==> config.mk <==
export PLATFORM = sky130hd
export DESIGN_NAME = stereo_linear_resampler
export DESIGN_NICKNAME = d
export VERILOG_FILES = /design/src/rtl/slr_pkg.sv /design/src/rtl/stereo_linear_resampler.sv /design/src/rtl/slr_lane.sv /design/src/rtl/slr_out.sv
export VERILOG_INCLUDE_DIRS = /design/src /design/src/rtl
export SDC_FILE = /design/constraint.sdc
export NUM_CORES = 2
export LEC_CHECK = 0
export BUFFER_PORTS_ARGS = -buffer_cell sky130_fd_sc_hd__buf_2
export CORE_ASPECT_RATIO = 1.2
export CORE_MARGIN = 5
export CORE_UTILIZATION = 45
export DETAILED_ROUTE_END_ITERATION = 16
export GPL_TIMING_DRIVEN = 1
export PLACE_DENSITY = 0.72
export SKIP_LAST_GASP = 1
export SLEW_MARGIN = 5
export SYNTH_ARGS = -nofsm -noshare
export SYNTH_HDL_FRONTEND = slang
export SYNTH_SLANG_ARGS = --single-unit
==> constraint.sdc <==
create_clock -name clk_i -period 22.2 [get_ports clk_i]
set_input_delay 3.33 -clock clk_i [delete_from_list [all_inputs] [get_ports clk_i]]
set_output_delay 3.33 -clock clk_i [all_outputs]
set_load 0.03 [all_outputs]
==> src/rtl/stereo_linear_resampler_assert.svh <==
// Assertion macros used by the top-level resampler.
`ifndef STEREO_LINEAR_RESAMPLER_ASSERT_SVH
`define STEREO_LINEAR_RESAMPLER_ASSERT_SVH

// Same-cycle implication, checked at every rising clock edge outside reset.
`define SLR_ASSERT_NOW(name, clk, rst_n, ante, cons, msg) \
  name: assert property (@(posedge clk) disable iff (!rst_n) (ante) |-> (cons)) \
    else $error(msg);

// Next-cycle implication, checked at every rising clock edge outside reset.
`define SLR_ASSERT_NEXT(name, clk, rst_n, ante, cons, msg) \
  name: assert property (@(posedge clk) disable iff (!rst_n) (ante) |=> (cons)) \
    else $error(msg);

`endif

==> src/rtl/slr_pkg.sv <==
`timescale 1ns / 1ps
`default_nettype none

package slr_pkg;

  localparam int unsigned SAMPLE_W             = 16;
  localparam int unsigned STEP_W               = 16;
  localparam int unsigned STEP_FRAC_BITS       = 14;
  localparam int unsigned PHASE_FRAC_BITS_DEF  = 14;
  localparam int unsigned IN_TDATA_W           = 48;
  localparam int unsigned OUT_TDATA_W          = 32;

  localparam logic [STEP_W-1:0] STEP_MIN = 16'd8192;
  localparam logic [STEP_W-1:0] STEP_MAX = 16'd32768;

  typedef struct packed {
    logic load;
    logic last;
  } out_ctl_t;

endpackage

`default_nettype wire

==> src/rtl/stereo_linear_resampler.sv <==
// Stereo linear resampler. Each input beat carries a left and a right sample
// and a speed step in Q2.14, clamped to 0.5..2.0 before use. The first beat
// after reset only primes the previous pair. Every later beat yields zero, one
// or two output beats, each the two channels interpolated between the previous
// and the current pair at the running read phase, rounded toward zero and
// saturated to 16 bits; tlast marks the final output beat of an input beat.
// Each output beat passes through the two-stage multiply and add of the channel
// lanes and then the load of the output register, which waits while the output
// register is held by a stalled sink. A new input beat is taken only once the
// last output beat of the current one has been loaded.
`timescale 1ns / 1ps
`default_nettype none

`include "stereo_linear_resampler_assert.svh"

module stereo_linear_resampler #(
  parameter int unsigned PHASE_FRAC_BITS = slr_pkg::PHASE_FRAC_BITS_DEF
) (
  input  wire logic                                   clk_i,
  input  wire logic                                   rst_ni,
  input  wire logic                                   s_axis_tvalid_i,
  output logic                                        s_axis_tready_o,
  // in_left [15:0], in_right [31:16], speed_step [47:32]
  input  wire logic [slr_pkg::IN_TDATA_W-1:0]         s_axis_tdata_i,
  output logic                                        m_axis_tvalid_o,
  input  wire logic                                   m_axis_tready_i,
  // out_left [15:0], out_right [31:16]
  output logic      [slr_pkg::OUT_TDATA_W-1:0]        m_axis_tdata_o,
  // last_of_run
  output logic                                        m_axis_tlast_o
);

  localparam int unsigned SW        = slr_pkg::SAMPLE_W;
  localparam int unsigned PhaseW    = PHASE_FRAC_BITS + 2;
  localparam int unsigned WideW     = slr_pkg::STEP_W + PHASE_FRAC_BITS;
  localparam logic [PhaseW-1:0] PhaseOne = {2'b01, {PHASE_FRAC_BITS{1'b0}}};

  typedef enum logic [1:0] {
    S_IDLE,
    S_MUL,
    S_ADD,
    S_OUT
  } state_e;

  state_e                     state_q;
  logic                       have_prev_q;
  logic        [PhaseW-1:0]   phase_q;
  logic        [PhaseW-1:0]   step_q;
  logic signed [SW-1:0]       prev_l_q;
  logic signed [SW-1:0]       prev_r_q;
  logic signed [SW-1:0]       cur_l_q;
  logic signed [SW-1:0]       cur_r_q;

  logic                       s_accept;
  logic signed [SW-1:0]       in_l;
  logic signed [SW-1:0]       in_r;
  logic [slr_pkg::STEP_W-1:0] in_step;
  logic [slr_pkg::STEP_W-1:0] step_clamp;
  logic [WideW-1:0]           step_wide;
  logic [PhaseW-1:0]          step_conv;
  logic [PhaseW-1:0]          phase_next;
  logic                       run_done;
  logic                       out_free;
  slr_pkg::out_ctl_t          out_ctl;
  logic signed [SW-1:0]       lane_l;
  logic signed [SW-1:0]       lane_r;

  assign in_l    = s_axis_tdata_i[SW-1:0];
  assign in_r    = s_axis_tdata_i[2*SW-1:SW];
  assign in_step = s_axis_tdata_i[2*SW+slr_pkg::STEP_W-1:2*SW];

  always_comb begin
    if (in_step < slr_pkg::STEP_MIN) begin
      step_clamp = slr_pkg::STEP_MIN;
    end else if (in_step > slr_pkg::STEP_MAX) begin
      step_clamp = slr_pkg::STEP_MAX;
    end else begin
      step_clamp = in_step;
    end
  end

  assign step_wide = {step_clamp, {PHASE_FRAC_BITS{1'b0}}};
  assign step_conv = step_wide[WideW-1:slr_pkg::STEP_FRAC_BITS];

  assign s_axis_tready_o = (state_q == S_IDLE);
  assign s_accept        = s_axis_tvalid_i && s_axis_tready_o;

  assign phase_next = phase_q + step_q;
  assign run_done   = (phase_next >= PhaseOne);

  always_comb begin
    out_ctl.load = (state_q == S_OUT) && out_free;
    out_ctl.last = run_done;
  end

  always_ff @(posedge clk_i or negedge rst_ni) begin
    if (!rst_ni) begin
      state_q     <= S_IDLE;
      have_prev_q <= 1'b0;
      phase_q     <= '0;
      step_q      <= '0;
      prev_l_q    <= '0;
      prev_r_q    <= '0;
      cur_l_q     <= '0;
      cur_r_q     <= '0;
    end else begin
      unique case (state_q)
        S_IDLE: begin
          if (s_accept) begin
            if (!have_prev_q) begin
              have_prev_q <= 1'b1;
              prev_l_q    <= in_l;
              prev_r_q    <= in_r;
            end else if (phase_q >= PhaseOne) begin
              phase_q  <= phase_q - PhaseOne;
              prev_l_q <= in_l;
              prev_r_q <= in_r;
            end else begin
              cur_l_q <= in_l;
              cur_r_q <= in_r;
              step_q  <= step_conv;
              state_q <= S_MUL;
            end
          end
        end
        S_MUL: begin
          state_q <= S_ADD;
        end
        S_ADD: begin
          state_q <= S_OUT;
        end
        S_OUT: begin
          if (out_free) begin
            if (run_done) begin
              phase_q  <= phase_next - PhaseOne;
              prev_l_q <= cur_l_q;
              prev_r_q <= cur_r_q;
              state_q  <= S_IDLE;
            end else begin
              phase_q <= phase_next;
              state_q <= S_MUL;
            end
          end
        end
        default: begin
          state_q <= S_IDLE;
        end
      endcase
    end
  end

  slr_lane #(
    .PHASE_FRAC_BITS(PHASE_FRAC_BITS)
  ) u_lane_l (
    .clk_i   (clk_i),
    .prev_i  (prev_l_q),
    .cur_i   (cur_l_q),
    .frac_i  (phase_q[PHASE_FRAC_BITS-1:0]),
    .sample_o(lane_l)
  );

  slr_lane #(
    .PHASE_FRAC_BITS(PHASE_FRAC_BITS)
  ) u_lane_r (
    .clk_i   (clk_i),
    .prev_i  (prev_r_q),
    .cur_i   (cur_r_q),
    .frac_i  (phase_q[PHASE_FRAC_BITS-1:0]),
    .sample_o(lane_r)
  );

  slr_out u_out (
    .clk_i          (clk_i),
    .rst_ni         (rst_ni),
    .ctl_i          (out_ctl),
    .left_i         (lane_l),
    .right_i        (lane_r),
    .free_o         (out_free),
    .m_axis_tvalid_o(m_axis_tvalid_o),
    .m_axis_tready_i(m_axis_tready_i),
    .m_axis_tdata_o (m_axis_tdata_o),
    .m_axis_tlast_o (m_axis_tlast_o)
  );

  `SLR_ASSERT_NOW(a_load_below_one, clk_i, rst_ni, out_ctl.load, phase_q < PhaseOne, "output loaded with phase at or above one")
  `SLR_ASSERT_NEXT(a_start_run, clk_i, rst_ni, s_accept && have_prev_q && (phase_q < PhaseOne), state_q == S_MUL, "run did not start after an accepted beat")
  `SLR_ASSERT_NOW(a_run_has_prev, clk_i, rst_ni, state_q != S_IDLE, have_prev_q, "interpolation running without a previous pair")

endmodule

`default_nettype wire

==> src/rtl/slr_lane.sv <==
`timescale 1ns / 1ps
`default_nettype none

module slr_lane #(
  parameter int unsigned PHASE_FRAC_BITS = slr_pkg::PHASE_FRAC_BITS_DEF
) (
  input  wire logic                                clk_i,
  input  wire logic signed [slr_pkg::SAMPLE_W-1:0] prev_i,
  input  wire logic signed [slr_pkg::SAMPLE_W-1:0] cur_i,
  input  wire logic        [PHASE_FRAC_BITS-1:0]   frac_i,
  output logic      signed [slr_pkg::SAMPLE_W-1:0] sample_o
);

  localparam int unsigned DiffW = slr_pkg::SAMPLE_W + 1;
  localparam int unsigned ProdW = DiffW + PHASE_FRAC_BITS + 1;
  localparam int unsigned NumW  = ProdW + 1;
  localparam int unsigned QuoW  = NumW - PHASE_FRAC_BITS;

  localparam logic signed [QuoW-1:0] QuoMax =
    QuoW'((1 << (slr_pkg::SAMPLE_W - 1)) - 1);
  localparam logic signed [QuoW-1:0] QuoMin = ~QuoMax;

  logic signed [DiffW-1:0]             diff;
  logic signed [ProdW-1:0]             prod_d;
  logic signed [ProdW-1:0]             prod_q;
  logic signed [slr_pkg::SAMPLE_W-1:0] base_q;
  logic signed [NumW-1:0]              num;
  logic signed [QuoW-1:0]              quo;
  logic signed [QuoW-1:0]              quo_rnd;
  logic                                rnd;
  logic signed [slr_pkg::SAMPLE_W-1:0] sample_d;
  logic signed [slr_pkg::SAMPLE_W-1:0] sample_q;

  assign diff   = $signed({cur_i[slr_pkg::SAMPLE_W-1], cur_i})
                - $signed({prev_i[slr_pkg::SAMPLE_W-1], prev_i});
  assign prod_d = diff * $signed({1'b0, frac_i});

  // Division by one phase unit rounds toward zero, so a negative sum with a
  // nonzero fraction moves up by one.
  assign num = $signed({prod_q[ProdW-1], prod_q})
             + $signed({{(NumW - slr_pkg::SAMPLE_W - PHASE_FRAC_BITS){base_q[slr_pkg::SAMPLE_W-1]}},
                        base_q, {PHASE_FRAC_BITS{1'b0}}});
  assign quo     = num[NumW-1:PHASE_FRAC_BITS];
  assign rnd     = num[NumW-1] & (|num[PHASE_FRAC_BITS-1:0]);
  assign quo_rnd = quo + $signed({{(QuoW-1){1'b0}}, rnd});

  always_comb begin
    if (quo_rnd > QuoMax) begin
      sample_d = QuoMax[slr_pkg::SAMPLE_W-1:0];
    end else if (quo_rnd < QuoMin) begin
      sample_d = QuoMin[slr_pkg::SAMPLE_W-1:0];
    end else begin
      sample_d = quo_rnd[slr_pkg::SAMPLE_W-1:0];
    end
  end

  always_ff @(posedge clk_i) begin
    prod_q   <= prod_d;
    base_q   <= prev_i;
    sample_q <= sample_d;
  end

  assign sample_o = sample_q;

endmodule

`default_nettype wire

==> src/rtl/slr_out.sv <==
`timescale 1ns / 1ps
`default_nettype none

module slr_out (
  input  wire logic                                  clk_i,
  input  wire logic                                  rst_ni,
  input  wire slr_pkg::out_ctl_t                     ctl_i,
  input  wire logic signed [slr_pkg::SAMPLE_W-1:0]   left_i,
  input  wire logic signed [slr_pkg::SAMPLE_W-1:0]   right_i,
  output logic                                       free_o,
  output logic                                       m_axis_tvalid_o,
  input  wire logic                                  m_axis_tready_i,
  // out_left [15:0], out_right [31:16]
  output logic             [slr_pkg::OUT_TDATA_W-1:0] m_axis_tdata_o,
  // last_of_run
  output logic                                       m_axis_tlast_o
);

  logic                              valid_d;
  logic                              valid_q;
  logic [slr_pkg::OUT_TDATA_W-1:0]   data_q;
  logic                              last_q;

  assign free_o  = !valid_q || m_axis_tready_i;
  assign valid_d = ctl_i.load || (valid_q && !m_axis_tready_i);

  always_ff @(posedge clk_i or negedge rst_ni) begin
    if (!rst_ni) begin
      valid_q <= 1'b0;
    end else begin
      valid_q <= valid_d;
    end
  end

  always_ff @(posedge clk_i) begin
    if (ctl_i.load) begin
      data_q <= {right_i, left_i};
      last_q <= ctl_i.last;
    end
  end

  assign m_axis_tvalid_o = valid_q;
  assign m_axis_tdata_o  = data_q;
  assign m_axis_tlast_o  = last_q;

endmodule

`default_nettype wire
== After elaboration in Yosys (flattened, before gate mapping) ==
Index checks and enable logic that the tools add are counted.
Storage, ports and cells
  bits in registers: 261
  latch bits: 0
  bits in writable memories: 0
  memory bits (read-only): 0
  output and inout port bits: 35
  logic and storage cells: 93
  memories kept: 0
Operators by class
  add/subtract/negate cells: 9
  multiply operators: 2
  div/mod/pow operators: 0
  $lt $le $gt $ge: 8
  equal/unequal tests: 10
  shifts and indexed selects: 0
  multiplexer cells: 28
  bitwise gates (word level): 3
  reduce and logical (&&, ||, !) cells: 16
Operators with widths (count)
  $mux 16: 19
  $pmux 16 s2: 3
  $add 32x30->33: 2
  $mul 17x15->32: 2
  $add 19x2->19: 2
  $gt 19x16->1 const B: 2
  $lt 19x16->1 const B: 2
  $sub 16x16->17: 2
  $ge 16x15->1 const B: 2
  $sub 16x15->16 const B: 2
  $reduce_or 14->1: 2
  $add 16x16->16: 1
  $gt 16x16->1 const B: 1
  $lt 16x14->1 const B: 1
  $reduce_and 5->1: 2
  $mux 2: 4
  $pmux 2 s4: 1
  $reduce_and 4->1: 2
  $ne 2x1->1 const B: 3
  $ne 2x2->1 const B: 3
  $eq 2x2->1 const B: 2
  $logic_and 1x1->1: 3
  $ne 3x2->1 const B: 1
  $and 1x1->1: 2
  8 further kinds: 10

== Longest topological paths before layout ==
  depth in word-level cells: 6
  depth in mapped cells: 37
  gate-level depth less buffers: 37

== Cells and area by module ==
Synthesis repeated with hierarchy kept, for this count alone.
Second synthesis, totals
  cells, all modules: 3257
  area, all modules: 31171.1 um2
By module, submodules not included
  slr_lane (u_lane_l): instances 1, cells an instance 1381, area an instance 12448.2 um2, seq. area each 1281.2 um2
  slr_lane (u_lane_r): instances 1, cells an instance 1325, area an instance 12249.2 um2, seq. area each 1281.2 um2
  stereo_linear_resampler: instances 1, cells an instance 515, area an instance 5435.2 um2, seq. area each 2477.4 um2
  slr_out: instances 1, cells an instance 36, area an instance 1038.5 um2, seq. area each 1016.0 um2

== Worst setup path before layout ==
OpenSTA, ideal clock, no wires.
  path kind: reg2reg
  start point: reg prev_l_q[0]
  end point: reg u_lane_l.prod_q[31]
  setup time: 0.072 ns
  arrival: 7.922 ns
  data required time: 22.128 ns
  path slack: 14.206 ns
  stages on the path, launching flop included: 35
  clock period less this slack: 7.994 ns
  cells stage by stage: dfrtp_1 -> ha_1 -> fa_1 -> nor2b_1 -> o21ai_0 -> a21boi_0 -> o21ai_0 -> a21boi_0 -> o21ai_0 -> a21o_1 -> a21o_1 -> xnor2_1 -> and2_1 -> fa_1 -> inv_1 -> fa_1 -> inv_1 -> fa_1 -> fa_1 -> fa_1 -> inv_1 -> fa_1 -> inv_1 -> ha_1 -> a21o_1 -> a21o_1 -> a21o_1 -> a41oi_1 -> o21ai_0 -> o31a_1 -> nand4_1 -> a31oi_1 -> a211o_1 -> a21oi_1 -> xnor2_1
Between the ends
  longest elaborated chain between the ends: 2
Ends and longest elaborated chain
  start, declared: RTL line stereo_linear_resampler.sv:49  | logic signed [SW-1:0] prev_l_q;
  start signal, assigned: RTL line stereo_linear_resampler.sv:112  | prev_l_q <= in_l;
  start signal, assigned: RTL line stereo_linear_resampler.sv:116  | prev_l_q <= in_l;
  start signal, assigned: RTL line stereo_linear_resampler.sv:136  | prev_l_q <= cur_l_q;
  $sub 16x16->17: RTL line slr_lane.sv:35  | - $signed({prev_i[slr_pkg::SAMPLE_W-1], prev_i});
  $mul 17x15->32: RTL line slr_lane.sv:36  | assign prod_d = diff * $signed({1'b0, frac_i});
  via u_lane_l.prod_d[31]: RTL line slr_lane.sv:24  | logic signed [ProdW-1:0] prod_d;
  end signal, assigned: RTL line slr_lane.sv:58  | prod_q <= prod_d;
  end, declared: RTL line slr_lane.sv:25  | logic signed [ProdW-1:0] prod_q;
The timed path passes the listed nets, and every way through them passes these cells.
A chain may end at the register's enable or synchronous reset.

== Worst setup path in the final report ==
  start point: reg prev_l_q[1]
  end point: reg u_lane_l.prod_q[31]
Same word-level chain as after synthesis.

==> impl_metrics.ini <==
[job]
drv_cap = 0

[synth]
synthTopCellsByArea = fa_1 (30%), ha_1 (10%), dfxtp_1 (8.4%)
synth_top_area_share_pct = 30.5
synth_fp_nets = 3945
synth_area_sq_um = 30500
netlist_instances = 3181
ys_seq_elements = 261
synth_ff_type = dfxtp_1
synth_edf_count = 33
syn_avg_cell_area_sq_um = 9.60
synth_warnings = 0
ys_types = 83
synth_seq_area_share_pct = 19.8
yosysTopAreaCell = fa_1
synthArstFlopShare_pct = 38.3

[floorplan]
dieArea_sq_um = 73200
die_h_microns = 295
ios = 87
die-width_microns = 248
coreArea_sq_um = 67100
initial_core_util_pct = 45.5
rows = 104

[cells_and_area]
multiInputGateArea_sq_um = 22000
seqCellArea_sq_um = 6060
num_antenna_cells = 0
layout.nets = 3989
layout-drive-gt1-share_pct = 8.41
area_delta_synth_final_pct = 7.96
nFillCells = 6114

[place]
port_buffers = 86
pre_cts_ws_ps = 12920
hpwl_microns = 53600
gp_congestion = 0.853

[global_route]
grt_max_degree = 55
grt_use_total_pct = 19.0
overflow = 0
antenna_found_initial = 0
grt_pass1_wl_microns = 114000
grt_pass1_vias = 22800

[setup_path]
endpoint_kind = flip-flop
crit_required_ps = 22690
cp_top_family = compound AO/OA/AOI/OAI gates
path_buf_inv = 5
worstSetupStartpointType = flip-flop
worstPathMaxFanout = 14
arrival_ps = 9870
worstSetupPathType = flip-flop to flip-flop
crit_slowest_cell = xor2_1
crit_path_frequent_cell = fa_1
max_stage_delay_ps = 1000

[route]
dr_wl_met3_microns = 3260
drtIter0Drc = 1258
m1WireLength_microns = 29100
drtPass1Iterations = 5
vias = 21800
wire_per_inst_microns = 16.3
topRoutingLayerUsed = met4
via_per_inst = 5.25
drcViolationCount = 0
drtAntennaViolNets = 0
wirelength_microns = 67600
met2_length_microns = 33600

[sta]
period_share_pct = 42.2
slew_headroom_pct = 12.4
setup_tns_ps = 0
maxSlewViolCount = 0
max_freq_mhz = 107
hold_viol_final = 0
finalSetupViolCount = 0
setup_ws_ps = 12820
skew_ps = 11.4
post-route-min-period_ps = 9380
rsz0062_at_grt = no
tightest_slew_ps = 1310

[clock_tree]
cts_tree = yes
cts_resized = 0
clockBufferDepth = 3
clkTransAtPathRegs_ps = 60
cts-htree-levels = 1
post-cts-setup-buffers = 0
numClockSinks = 261
cts_made_buffers = 29
cts_hold_buffers = 0
cts-root-buf = clkbuf_16
clock_latency_ps = 570

[worst_hold_path]
hold_path.class = flip-flop to flip-flop

[status]
outcome = complete, no violations
-- placed cells by master (no fill, tap or decap), drive strengths merged, types with 63 or more instances in the layout --
| cell | synthesis | layout |
|---|---|---|
| dfrtp | 100 | 100 |
| fa | 465 | 465 |
| nor2 | 102 | 102 |
| and2 | 212 | 212 |
| xnor2 | 94 | 94 |
| nor2b | 63 | 63 |
| ha | 247 | 247 |
| dfxtp | 128 | 128 |
| nand2 | 336 | 336 |
| a21oi | 94 | 94 |
| inv | 528 | 538 |
| buf | 11 | 127 |
| o21ai | 130 | 130 |
-- stage by stage --
stage                     hold slack [ps]  cell area [sq um]  util, %  std cells
after CTS                             390              33000     49.1       4148
final                                 387              33000     49.1       4148
after global routing                  405              33000     49.1       4148
after detailed placement              378              32000     47.6       4095
after floorplan                       367              30500        -       3181
after global placement                374              32000     47.6       4095
-- synthesized netlist by cell type (7+ instances only) --
master / n
inv_1: 528
fa_1: 465
nand2_1: 336
ha_1: 247
and2_1: 210
dfxtp_1: 128
clkbuf_1: 103
nor2_1: 102
dfrtp_1: 100
o21ai_0: 96
xnor2_1: 94
a21oi_1: 92
nor2b_1: 63
a21o_1: 46
xor2_1: 46
nor3_1: 40
mux2i_1: 37
edfxtp_1: 33
mux2_2: 33
nand3_1: 33
o21ai_2: 29
nand2b_1: 28
a22o_1: 24
and3_1: 21
o21a_1: 18
o21bai_1: 18
a211oi_1: 17
nor4_1: 17
a31oi_1: 15
nand4_1: 13
or3_1: 11
a211o_1: 10
a21boi_0: 8
o31ai_1: 8
buf_6: 7
-- cell type report --
cell class | instances | area share [%]
clock buffers | 30 | 2.21
clock inverters | 23 | 0.850
inverters | 528 | 6.01
multi-input cells | 2278 | 66.9
flip-flops and latches | 261 | 18.4
well taps | 901 | 3.42
repair buffers | 127 | 2.25
-- worst reg2reg max path: cells and delay by family, from the launching register on --
family / cells / cell delay [ps]
adders and majority gates: 8 / 3310
AOI/OAI and AO/OA: 16 / 3600
buffers and inverters: 5 / 320
DFF: 1 / 410
xor gates and xnor gates: 2 / 1130
and+or+nand+nor: 3 / 550
-- logic make-up (layout without fill, tap and decap cells) --
family	count (synthesis)	count (layout)	share of synthesized area, %
compound gates	449	449	10.1
xor+xnor	140	140	4.02
fa+ha+maj	712	712	40.6
buf+inv	642	708	8.07
flops	261	261	19.8
mux	70	70	2.43
simple gates	907	907	14.9
-- sequential cells by signal (all words and copies together), names as in the netlist --
name,flops
prev_r_q,16
u_lane_r.prod_q,32
cur_r_q,16
cur_l_q,16
u_out.m_axis_tdata_o,32
phase_q,16
prev_l_q,16
have_prev_q,1
u_out.m_axis_tlast_o,1
state_q,2
step_q,16
u_lane_l.base_q,16
u_lane_l.sample_o,16
u_lane_r.base_q,16
u_lane_r.sample_o,16
u_lane_l.prod_q,32
u_out.m_axis_tvalid_o,1
-- path summary, 6_finish.rpt --
kind / slack [ps] / end / start / cells past startpoint
max: 12820 / u_lane_l.prod_q[31] / prev_l_q[1] / 34
min: 390 / u_lane_l.base_q[3] / prev_l_q[3] / 0
max reg2reg: 12820 / u_lane_l.prod_q[31] / prev_l_q[1] / 34
min reg2reg: 390 / u_lane_l.base_q[3] / prev_l_q[3] / 0
max in group asynchronous: 18140 / cur_r_q[8] / rst_ni / 2
min in group asynchronous: 2790 / cur_l_q[9] / rst_ni / 1
-- layer usage --
layer  vias up  GRT usage, %
met5         -             0
met4         0          4.60
met3       106          2.02
met2       520          33.5
met1     10900          25.2
li1      10300             -
Power is left out: the tool's default activity adds up to more than one toggle a clock period on the data nets, which glitch-free logic cannot reach.
